[src/rtl/bcm_pkg.sv]
// ----------------------------------------------------------------------------
// bcm_pkg
// Shared types and constants for the banked cartridge mapper.
// ----------------------------------------------------------------------------
package bcm_pkg;

	localparam int REGION_COUNT = 8;
	localparam int BLOCK_BYTES  = 8192;

	// Fixed register addresses in the mapper window
	localparam logic [15:0] ADDR_BANK_LO   = 16'h6000;
	localparam logic [15:0] ADDR_RB_FIRST  = 16'h7FF0;
	localparam logic [15:0] ADDR_BANK_HI   = 16'h7FF8;
	localparam logic [15:0] ADDR_CTRL      = 16'h7FF9;

	// Control byte bits that enable readback
	localparam int CTRL_RB_LO_BIT   = 2;
	localparam int CTRL_RB_CTRL_BIT = 3;
	localparam int CTRL_RB_HI_BIT   = 4;

	localparam logic [5:0] SRAM_BANK_TOP = 6'h10; // bank[8:3] of banks 0x80..0x87
	localparam logic [1:0] RAM_BANK_TOP  = 2'b11; // bank[8:7] of banks from 0x180
	localparam logic [3:0] SRAM_LIMIT_MAX = 4'd8;

	typedef enum logic [2:0] {
		KIND_NONE = 3'd0,
		KIND_REG  = 3'd1,
		KIND_ROM  = 3'd2,
		KIND_SRAM = 3'd3,
		KIND_RAM  = 3'd4
	} target_kind_t;

	typedef enum logic [1:0] {
		CFG_SRAM_LIMIT = 2'd0,
		CFG_SRAM_MASK  = 2'd1,
		CFG_RAM_PRES   = 2'd2,
		CFG_ROM_MASK   = 2'd3
	} cfg_idx_t;

	typedef logic [REGION_COUNT-1:0][8:0] bank_arr_t;

	typedef struct packed {
		logic [3:0] sram_bank_limit;
		logic [2:0] sram_block_mask;
		logic       ram_present;
		logic [8:0] rom_block_mask;
	} cfg_t;

	// Register file updates caused by one request
	typedef struct packed {
		logic       lo_we;
		logic [2:0] lo_idx;
		logic       hi_we;
		logic       ctrl_we;
		logic [7:0] data;
	} regs_upd_t;

	typedef struct packed {
		logic [7:0]   read_data;
		target_kind_t target_kind;
		logic [8:0]   target_block;
		logic [12:0]  target_offset;
		logic         memory_write;
	} result_t;

endpackage

[src/rtl/banked_cartridge_mapper_unit.sv]
// ----------------------------------------------------------------------------
// banked_cartridge_mapper_unit
// Bus access decoder for an eight-region banked cartridge mapper.
// ----------------------------------------------------------------------------
// Channel   Direction  Contents
// s_*       in         request: tuser operation, tdata address / write_data
// m_*       out        result: tuser target_kind, tdata read_data .. memory_write
// cfg_*     in         register write: index 0..3, data up to 9 bits
//
// One request per cycle while the result is not stalled; a request is taken into
// the input register, and its decode result is then loaded into the result
// register, which raises m_tvalid.
// Reset clears bank selects, control byte and configuration (ROM mask 511).
// A stalled result holds in the output register; the input register still
// takes a request while empty or while the result register is free or draining.
// ----------------------------------------------------------------------------
module banked_cartridge_mapper_unit (
	input  logic        clk,
	input  logic        arst_n,
	input  logic        s_tvalid,
	output logic        s_tready,
	input  logic [23:0] s_tdata,   // [15:0] address, [23:16] write_data
	input  logic [0:0]  s_tuser,   // [0] operation
	output logic        m_tvalid,
	input  logic        m_tready,
	output logic [31:0] m_tdata,   // [7:0] read_data, [16:8] target_block,
	                               // [29:17] target_offset, [30] memory_write, [31] zero
	output logic [2:0]  m_tuser,   // [2:0] target_kind
	input  logic        cfg_we,
	input  logic [1:0]  cfg_index,
	input  logic [8:0]  cfg_data
);

	logic               valid_s1;
	logic               op_s1;
	logic [15:0]        addr_s1;
	logic [7:0]         wdata_s1;
	logic               valid_q;
	bcm_pkg::result_t   res_q;
	bcm_pkg::result_t   res;
	bcm_pkg::regs_upd_t upd;
	bcm_pkg::bank_arr_t bank_sel;
	logic [7:0]         ctrl;
	bcm_pkg::cfg_t      cfg_q;
	logic               advance;
	logic               s_acc;

	assign advance  = valid_s1 && (!valid_q || m_tready);
	assign s_tready = !valid_s1 || advance;
	assign s_acc    = s_tvalid && s_tready;

	always_ff @(posedge clk or negedge arst_n) begin
		if (!arst_n) begin
			cfg_q <= '{sram_bank_limit: 4'd0, sram_block_mask: 3'd0,
				ram_present: 1'b0, rom_block_mask: 9'h1FF};
		end else if (cfg_we) begin
			case (bcm_pkg::cfg_idx_t'(cfg_index))
				bcm_pkg::CFG_SRAM_LIMIT: cfg_q.sram_bank_limit <= cfg_data[3:0];
				bcm_pkg::CFG_SRAM_MASK:  cfg_q.sram_block_mask <= cfg_data[2:0];
				bcm_pkg::CFG_RAM_PRES:   cfg_q.ram_present     <= cfg_data[0];
				bcm_pkg::CFG_ROM_MASK:   cfg_q.rom_block_mask  <= cfg_data;
				default: ;
			endcase
		end
	end

	// Input register
	always_ff @(posedge clk or negedge arst_n) begin
		if (!arst_n) begin
			valid_s1 <= 1'b0;
		end else if (s_tready) begin
			valid_s1 <= s_tvalid;
		end
	end

	always_ff @(posedge clk) begin
		if (s_acc) begin
			op_s1    <= s_tuser[0];
			addr_s1  <= s_tdata[15:0];
			wdata_s1 <= s_tdata[23:16];
		end
	end

	bcm_regs u_regs (
		.clk      (clk),
		.arst_n   (arst_n),
		.upd_en   (advance),
		.upd      (upd),
		.bank_sel (bank_sel),
		.ctrl     (ctrl)
	);

	bcm_decode u_decode (
		.operation  (op_s1),
		.address    (addr_s1),
		.write_data (wdata_s1),
		.bank_sel   (bank_sel),
		.ctrl       (ctrl),
		.cfg        (cfg_q),
		.res        (res),
		.upd        (upd)
	);

	// Result register
	always_ff @(posedge clk or negedge arst_n) begin
		if (!arst_n) begin
			valid_q <= 1'b0;
		end else if (advance) begin
			valid_q <= 1'b1;
		end else if (m_tready) begin
			valid_q <= 1'b0;
		end
	end

	always_ff @(posedge clk) begin
		if (advance) begin
			res_q <= res;
		end
	end

	assign m_tvalid = valid_q;
	assign m_tuser  = res_q.target_kind;
	assign m_tdata  = {1'b0, res_q.memory_write, res_q.target_offset,
		res_q.target_block, res_q.read_data};

	// A stored write always lands in SRAM or RAM
	a_mw_kind: assert property (@(posedge clk) disable iff (!arst_n)
		valid_q && res_q.memory_write |->
		(res_q.target_kind == bcm_pkg::KIND_SRAM) || (res_q.target_kind == bcm_pkg::KIND_RAM))
		else $error("memory write to non-writable target");

	// Readback data only accompanies a register target
	a_rd_reg: assert property (@(posedge clk) disable iff (!arst_n)
		valid_q && (res_q.read_data != 8'd0) |-> res_q.target_kind == bcm_pkg::KIND_REG)
		else $error("read data on non-register target");

	// Register and dropped targets carry no block or offset
	a_no_loc: assert property (@(posedge clk) disable iff (!arst_n)
		valid_q && ((res_q.target_kind == bcm_pkg::KIND_REG) ||
		(res_q.target_kind == bcm_pkg::KIND_NONE)) |->
		(res_q.target_block == 9'd0) && (res_q.target_offset == 13'd0))
		else $error("location on register or dropped target");

	// A held request is never lost
	a_hold_s1: assert property (@(posedge clk) disable iff (!arst_n)
		valid_s1 && !advance |=> valid_s1)
		else $error("input register dropped a request");

	// Control write takes effect on the following cycle
	a_ctrl_wr: assert property (@(posedge clk) disable iff (!arst_n)
		advance && upd.ctrl_we |=> ctrl == $past(upd.data))
		else $error("control byte not loaded");

endmodule

[src/rtl/bcm_regs.sv]
// ----------------------------------------------------------------------------
// bcm_regs
// Bank select registers and control byte, loaded by mapper register writes.
// ----------------------------------------------------------------------------
module bcm_regs (
	input  logic               clk,
	input  logic               arst_n,
	input  logic               upd_en,
	input  bcm_pkg::regs_upd_t upd,
	output bcm_pkg::bank_arr_t bank_sel,
	output logic [7:0]         ctrl
);

	bcm_pkg::bank_arr_t bank_q;
	logic [7:0]         ctrl_q;

	always_ff @(posedge clk or negedge arst_n) begin
		if (!arst_n) begin
			bank_q <= '0;
			ctrl_q <= '0;
		end else if (upd_en) begin
			for (int i = 0; i < bcm_pkg::REGION_COUNT; i++) begin
				if (upd.lo_we && (upd.lo_idx == 3'(i))) begin
					bank_q[i][7:0] <= upd.data;
				end
				if (upd.hi_we) begin
					bank_q[i][8] <= upd.data[i];
				end
			end
			if (upd.ctrl_we) begin
				ctrl_q <= upd.data;
			end
		end
	end

	assign bank_sel = bank_q;
	assign ctrl     = ctrl_q;

endmodule

[src/rtl/bcm_decode.sv]
// ----------------------------------------------------------------------------
// bcm_decode
// Decodes one bus access against the bank selects and configuration.
// ----------------------------------------------------------------------------
module bcm_decode (
	input  logic               operation,
	input  logic [15:0]        address,
	input  logic [7:0]         write_data,
	input  bcm_pkg::bank_arr_t bank_sel,
	input  logic [7:0]         ctrl,
	input  bcm_pkg::cfg_t      cfg,
	output bcm_pkg::result_t   res,
	output bcm_pkg::regs_upd_t upd
);

	logic [2:0]             region;
	logic [8:0]             bank;
	logic [3:0]             lim;
	logic                   is_sram;
	logic                   is_ram;
	bcm_pkg::target_kind_t  mkind;
	logic [8:0]             mblock;
	logic                   wr_lo;
	logic                   wr_hi;
	logic                   wr_ctrl;
	logic                   wr_mem;
	logic                   rb_lo;
	logic                   rb_hi;
	logic                   rb_ctrl;
	logic [2:0]             lo_idx;
	logic [7:0]             hi_bits;

	assign region = address[15:13];
	assign bank   = bank_sel[region];

	// Clamp oversized SRAM limit to eight banks
	assign lim = (cfg.sram_bank_limit > bcm_pkg::SRAM_LIMIT_MAX) ?
		bcm_pkg::SRAM_LIMIT_MAX : cfg.sram_bank_limit;

	assign is_sram = (bank[8:3] == bcm_pkg::SRAM_BANK_TOP) && ({1'b0, bank[2:0]} < lim);
	assign is_ram  = cfg.ram_present && (bank[8:7] == bcm_pkg::RAM_BANK_TOP);

	always_comb begin
		if (is_sram) begin
			mkind  = bcm_pkg::KIND_SRAM;
			mblock = {6'd0, bank[2:0] & cfg.sram_block_mask};
		end else if (is_ram) begin
			mkind  = bcm_pkg::KIND_RAM;
			mblock = {2'd0, bank[6:0]};
		end else begin
			mkind  = bcm_pkg::KIND_ROM;
			mblock = bank & cfg.rom_block_mask;
		end
	end

	// Low bank window 0x6000..0x7FEF, bank high 0x7FF8, control 0x7FF9, memory 0x8000..0xBFFF
	assign wr_lo   = operation && (address[15:13] == bcm_pkg::ADDR_BANK_LO[15:13]) &&
		(address[15:4] != bcm_pkg::ADDR_RB_FIRST[15:4]);
	assign wr_hi   = operation && (address == bcm_pkg::ADDR_BANK_HI);
	assign wr_ctrl = operation && (address == bcm_pkg::ADDR_CTRL);
	assign wr_mem  = operation && (address[15:14] == 2'b10) &&
		((mkind == bcm_pkg::KIND_SRAM) || (mkind == bcm_pkg::KIND_RAM));

	assign rb_lo   = !operation && ctrl[bcm_pkg::CTRL_RB_LO_BIT] &&
		(address[15:3] == bcm_pkg::ADDR_RB_FIRST[15:3]);
	assign rb_hi   = !operation && ctrl[bcm_pkg::CTRL_RB_HI_BIT] &&
		(address == bcm_pkg::ADDR_BANK_HI);
	assign rb_ctrl = !operation && ctrl[bcm_pkg::CTRL_RB_CTRL_BIT] &&
		(address == bcm_pkg::ADDR_CTRL);

	// Regions 5 and 6 are swapped on the low bank write
	always_comb begin
		case (address[12:10])
			3'd5:    lo_idx = 3'd6;
			3'd6:    lo_idx = 3'd5;
			default: lo_idx = address[12:10];
		endcase
	end

	always_comb begin
		for (int i = 0; i < bcm_pkg::REGION_COUNT; i++) begin
			hi_bits[i] = bank_sel[i][8];
		end
	end

	always_comb begin
		res = '0;
		if (wr_lo || wr_hi || wr_ctrl) begin
			res.target_kind = bcm_pkg::KIND_REG;
		end else if (wr_mem) begin
			res.target_kind   = mkind;
			res.target_block  = mblock;
			res.target_offset = address[12:0];
			res.memory_write  = 1'b1;
		end else if (operation) begin
			res.target_kind = bcm_pkg::KIND_NONE;
		end else if (rb_lo) begin
			res.target_kind = bcm_pkg::KIND_REG;
			res.read_data   = bank_sel[address[2:0]][7:0];
		end else if (rb_hi) begin
			res.target_kind = bcm_pkg::KIND_REG;
			res.read_data   = hi_bits;
		end else if (rb_ctrl) begin
			res.target_kind = bcm_pkg::KIND_REG;
			res.read_data   = ctrl;
		end else begin
			res.target_kind   = mkind;
			res.target_block  = mblock;
			res.target_offset = address[12:0];
		end
	end

	assign upd.lo_we   = wr_lo;
	assign upd.lo_idx  = lo_idx;
	assign upd.hi_we   = wr_hi;
	assign upd.ctrl_we = wr_ctrl;
	assign upd.data    = write_data;

endmodule
[config.mk]
export PLATFORM = sky130hd
export DESIGN_NAME = banked_cartridge_mapper_unit
export DESIGN_NICKNAME = d
export VERILOG_FILES = /design/src/rtl/bcm_pkg.sv /design/src/rtl/banked_cartridge_mapper_unit.sv /design/src/rtl/bcm_regs.sv /design/src/rtl/bcm_decode.sv
export SDC_FILE = /design/constraint.sdc
export NUM_CORES = 1
export LEC_CHECK = 0
export ABC_CLOCK_PERIOD_IN_PS = 3100
export BUFFER_PORTS_ARGS = -buffer_cell sky130_fd_sc_hd__buf_2
export CAP_MARGIN = 20
export CORE_ASPECT_RATIO = 2
export CORE_UTILIZATION = 53
export DETAILED_ROUTE_END_ITERATION = 8
export PLACE_DENSITY = 0.82
export SLEW_MARGIN = 20
export SYNTH_ARGS = -nofsm -noshare
export SYNTH_HDL_FRONTEND = slang
export SYNTH_SLANG_ARGS = --single-unit
[constraint.sdc]
create_clock -name clk -period 3.1 [get_ports clk]
set_input_delay 0.775 -clock clk [delete_from_list [all_inputs] [get_ports clk]]
set_output_delay 0.775 -clock clk [all_outputs]
set_load 0.02 [all_outputs]
Word-level counts from Yosys, hierarchy flattened
Cells that the tools add are included.
{ "totals": {"register_bits": 158, "inputBits": 41, "output_inout_bits": 37, "elab_cells": 132} }
{ "classes": {"n_lt_le_gt_ge": 4, "n_eq_ne": 22, "mux": 23, "bitwise_logic": 2, "reduce_logical": 50} }
{ "ops": {"columns": ["operator", "count"], "rows": [
  ["$mux W22", 4],
  ["$bmux W9 S3", 2],
  ["$eq A16 B15 Y1 const B", 2],
  ["$reduce_and A2 Y1", 14],
  ["$mux W9", 3],
  ["$mux W25", 1],
  ["$logic_and A1 B1 Y1", 24],
  ["$mux W11", 2],
  ["$eq A3 B3 Y1 const B", 7],
  ["$mux W8", 2],
  ["$eq A13 B12 Y1 const B", 1],
  ["$eq A3 B2 Y1 const B", 4],
  ["$mux W3", 4],
  ["$ne A12 B11 Y1 const B", 1],
  ["$and A9 B9 Y9", 1],
  ["$eq A2 B2 Y1 const B", 4],
  ["$lt A3 B4 Y1 const B", 2],
  ["$eq A6 B5 Y1 const B", 1],
  ["$pmux W3 S2", 1],
  ["$logic_or A1 B1 Y1", 5],
  ["$gt A4 B4 Y1 const B", 1],
  ["$lt A3 B4 Y1", 1],
  ["$mux W4", 1],
  ["$and A3 B3 Y3", 1],
  ["8 further kinds", 12]
]} }

Longest topological paths before layout
{ "logic_depth": {"word_depth": 11, "ltp_mapped": 14} }

Modules after synthesis
A second synthesis with hierarchy kept.
{ "hier_totals": {"cells_unflattened": 514, "area_unflattened_um2": 7597.3} }
{ "by_module_without_submodules": {"columns": ["module", "instances", "cells_per_inst", "area_each_um2"], "rows": [
  ["bcm_regs", 1, 186, 3104.2],
  ["banked_cartridge_mapper_unit", 1, 107, 2551.2],
  ["bcm_decode", 1, 221, 1941.9]
]} }

Worst setup path before layout
Ideal clock, no wire load.
{ "synth_path": {"kind": "input to register", "from": "input port m_tready", "to": "register u_regs.bank_q (netlist bit u_regs.bank_sel[63])", "t_arrival_ns": 3.090, "t_required_ns": 2.975, "slack_ns": -0.115, "cell_stages": 5, "path_cell_list": "nand2b_1 -> and2_1 -> nand4_1 -> a211oi_2 -> mux2_2"} }
{ "synth_between": {"elab_chain_cells": 3} }
{ "synth_lines": {"columns": ["element", "line_no", "rtl"], "rows": [
  ["start, declared", "banked_cartridge_mapper_unit.sv:25", "input logic m_tready,"],
  ["$logic_or A1 B1 Y1", "banked_cartridge_mapper_unit.sv:48", "assign advance = valid_s1 && (!valid_q || m_tready);"],
  ["$logic_and A1 B1 Y1", "banked_cartridge_mapper_unit.sv:48", null],
  ["via advance", "banked_cartridge_mapper_unit.sv:45", "logic advance;"],
  ["$reduce_and A2 Y1 (no source line)", null, null],
  ["end signal, assigned by index", "bcm_regs.sv:24", "bank_q[i][7:0] <= upd.data;"],
  ["end signal, assigned by index", "bcm_regs.sv:27", "bank_q[i][8] <= upd.data[i];"],
  ["end, declared", "bcm_regs.sv:14", "bcm_pkg::bank_arr_t bank_q;"]
]} }
The timed path passes the listed nets, and every way through them passes these cells.
A chain may end at the register's enable or synchronous reset.

Worst setup path after layout
{ "layout_path": {"from": "register addr_s1[13]", "to": "register res_q (netlist bit m_tuser[0]) (data pin)"} }
{ "layout_between": {"elab_chain_cells": 10} }
{ "layout_lines": {"columns": ["element", "line_no", "rtl"], "rows": [
  ["start, declared", "banked_cartridge_mapper_unit.sv:36", "logic [15:0] addr_s1;"],
  ["start signal, assigned", "banked_cartridge_mapper_unit.sv:79", "addr_s1 <= s_tdata[15:0];"],
  ["$bmux W9 S3", "bcm_decode.sv:34", "assign bank = bank_sel[region];"],
  ["$mux W9 (implied by the code)", "bcm_decode.sv:34", null],
  ["$lt A3 B4 Y1, or another cell as far along", "bcm_decode.sv:40", "assign is_sram = (bank[8:3] == bcm_pkg::SRAM_BANK_TOP) && ({1'b0, bank[2:0]} < lim);"],
  ["$logic_and A1 B1 Y1 (on tied branches)", "bcm_decode.sv:40, bcm_decode.sv:41", null],
  ["$mux W3 (on tied branches)", "bcm_decode.sv:44, bcm_decode.sv:47", null],
  ["$mux W3 (on tied branches)", "bcm_decode.sv:103, bcm_decode.sv:44", null],
  ["$mux W11, or another cell as far along", "bcm_decode.sv:100", "end else if (rb_hi) begin"],
  ["$mux W11 / $logic_or A1 B1 Y1 (equally long branches)", "bcm_decode.sv:97, bcm_decode.sv:62", null],
  ["$mux W3 / $logic_and A1 B1 Y1 (equally long branches)", "bcm_decode.sv:95, bcm_decode.sv:61", null],
  ["$mux W25", "bcm_decode.sv:90", "end else if (wr_mem) begin"],
  ["end signal, assigned", "banked_cartridge_mapper_unit.sv:117", "res_q <= res;"],
  ["end, declared", "banked_cartridge_mapper_unit.sv:39", "bcm_pkg::result_t res_q;"]
]} }
Several ways; a longest one is shown, not always the timed one. The select of a mux whose other input is x is not followed.

==> flow_summary.yaml <==
placement:
  gp_congestion: 0.866
  pre_cts_ws_ns: 0.183
  dp_hpwl_um: 12800
  port_buffers: 76
cts:
  root_buffer: "clkbuf_16"
  cts.sinks: 158
  cts_tree: "built"
  path_clk_slew_ns: 0.07
  clk_latency_ns: 0.43
  cts_buffer_depth: 2
  cts.htree.levels: 4
  post_cts_resized: 0
  numCtsBuffers: 17
setup_path:
  critical_path.n_buffers_inverters: 1
  critPathRequiredTime_ns: 3.29
  slowest_stage: "mux4_2"
  worstPathMaxFanout: 10
  cp-start-kind: "flop"
  crit_family: "simple AND/OR/NAND/NOR gates"
  cp_cell_sequence: "mux4_2 > nand2_1 > nand2_1 > ha_1 > o211ai_1 > a31oi_4 > nor3_4 > buf_12 > or4_1 > a32o_1"
  arrival_ns: 3.15
  crit_path_frequent_cell: "nand2_1"
  criticalPathCategory: "reg -> reg"
  cp_slowest_stage_delay_ns: 0.54
  cp-end-kind: "flop"
timing:
  maxSlewViolCount: 0
  final_hold_viol_count: 0
  fin_ws_ns: 0.143
  tns_ns: 0
  worst_pin_slew_ns: 0.732
  clock.fmax_mhz: 338
  period_minus_slack_ns: 2.96
  finalSetupViolCount: 0
  fin_skew_ns: 0.0113
  slew_headroom_pct: 51.1
  grt_setup_unrepaired: "false"
  period_share_pct: 95.4
synthesis:
  postSynthAreaPerCell_um2: 15.5
  yosysUniqueCellTypes: 57
  async_flop_share_pct: 62.7
  synth_top_area_share_pct: 30.1
  yosysTopAreaCell: "dfrtp_1"
  ys_ff_latch: 158
  yosysMostFrequentCell: "mux2_2"
  ys.flop_type: "dfrtp_1"
  synth_edf_count: 59
  syn_area_mm2: 0.00749
  yosys_warnings: 0
  synthCells: 484
  synth_area_leaders: "dfrtp_1, edfxtp_1, mux2_2"
  synth_nets: 527
  synth_seq_area_share_pct: 56.9
  synth_commonest_cells: "mux2_2, dfrtp_1, edfxtp_1"
cells_and_area:
  fill_cells: 972
  antenna_cells: 0
  drive_gt1_share_pct: 49.1
  area_growth_syn_to_layout_pct: 17.0
  multi_input_area_mm2: 0.00307
  regArea_mm2: 0.00426
  finalNetCount: 621
floorplan:
  die_w_um: 86.1
  start_util_pct: 54.2
  fp.dieArea_mm2: 0.0146
  fp.coreArea_mm2: 0.0138
  rows: 61
  die_y_um: 170
  ios: 78
power_and_ir_drop:
  swShare_pct: 26.5
  ir_worst_vdd_mv: 0.357
  p_sw_w: 0.00134
  pwr-share-comb_pct: 11.5
  power.static_leakage_nw: 3.86
  seq_power_share_pct: 49.4
  clkPwrFrac_pct: 39.2
  p_int_w: 0.00371
  power_per_cell_area_mw_per_mm2: 576
worst_hold_path:
  hold_path_class: "in -> async"
routing:
  first_pass_iters: 4
  vias: 4613
  ant_nets: 0
  wl_per_cell_um: 22.2
  drt_iter0_markers: 297
  drc_errors: 0
  wirelength_um: 17300
  via_per_inst: 5.91
grt:
  grt_pass1_wl_um: 27300
  grt_remaining_overflow: 0
  grt_usage_pct: 25.8
  grt_pass1_vias: 5078
  antenna_found_initial: 0
  grt_max_degree: 61
run_status:
  status: "finished, final reports clean"
run:
  max_cap_violations: 0
## logic make-up after synthesis
logic type	synth area share, %
fa+ha+maj	0.334
simple gates	9.62
buf+inv	2.12
mux	27.2
other cells	0.0501
flops	56.9
compound gates	3.82
## layout by cell type (no fill, tap or decap), types with 9 or more instances in the layout
| cell type | instances |
|---|---|
| buf_2 | 75 |
| buf_4 | 23 |
| clkbuf_16 | 17 |
| dfrtp_1 | 90 |
| dfstp_2 | 9 |
| edfxtp_1 | 59 |
| mux2_2 | 100 |
| mux2i_1 | 16 |
| mux4_2 | 24 |
| nand2_1 | 19 |
| nand2b_1 | 9 |
| nand3b_1 | 9 |
| nor2_1 | 15 |
## final timing paths
| path | slack, ns | endpoint | depth (start not counted) | startpoint |
|---|---|---|---|---|
| setup reg to reg | 0.14 | m_tuser[0] | 10 | addr_s1[13] |
| hold reg to reg | 0.48 | m_tvalid | 1 | valid_s1 |
| hold / removal | 0.33 | u_regs.bank_sel[13] | 1 | arst_n |
| max in group asynchronous | 2.05 | u_regs.bank_sel[41] | 2 | arst_n |
| min in group clk | 0.48 | m_tvalid | 1 | valid_s1 |
| setup / recovery | 0.14 | m_tuser[0] | 10 | addr_s1[13] |
## cell type report
type	instances	area share (%)
Clock buffer	18	4.90
Clock inverter	14	1.41
Tap cell	189	2.70
Multi-Input combinational cell	295	35.1
Sequential cell	158	48.6
Inverter	4	0.171
Timing Repair Buffer	102	7.16
## stage by stage
stage / instances / hold slack (ns) / instance area (µm²) / utilization [%] / power, W
floorplan: 484 / 0.449 / 7490 / - / 0.00289
global placement: 747 / 0.457 / 8190 / 59.3 / 0.00308
detailed placement: 747 / 0.470 / 8190 / 59.3 / 0.00311
CTS: 779 / 0.329 / 8750 / 63.3 / 0.00507
global route: 780 / 0.364 / 8770 / 63.5 / 0.00522
finish: 780 / 0.331 / 8770 / 63.5 / 0.00505
## sequential cells by signal, indices dropped and copies added, names as in the netlist
name / cells
u_regs.ctrl: 8
wdata_s1: 8
addr_s1: 16
op_s1: 1
m_tdata: 31
valid_s1: 1
m_tuser: 3
u_regs.bank_sel: 72
m_tvalid: 1
cfg_q: 17
## metal layers
layer  wire length, µm  up-vias  share of wire [%]  track usage (%)
met4              1010        0                5.8             16.8
li1                  -     2040                  -                -
met3               577       64                3.3             5.19
met1              5910     2353                 34             25.6
met2              9790      156                 57             47.3
met5                 0        -                  0                0
## repair_timing
item                                    in CTS  in global routing
setup buffers                                0                  1
hold endpoints to repair                     0                  0
endpoints found under the setup margin       0                  3
hold buffers                                 0                  0
## power by group through the flow
stage / Clock [W] / Sequential (W) / Combinational, W
2_1_floorplan: 0 / 0.00251 / 0.000376
3_3_place_gp: 0 / 0.00252 / 0.000555
3_5_place_dp: 0 / 0.00253 / 0.000576
4_1_cts: 0.00200 / 0.00249 / 0.000578
5_1_grt: 0.00208 / 0.00252 / 0.000624
6_report: 0.00198 / 0.00249 / 0.000579
Note: power is estimated with default switching activity, not from simulation.
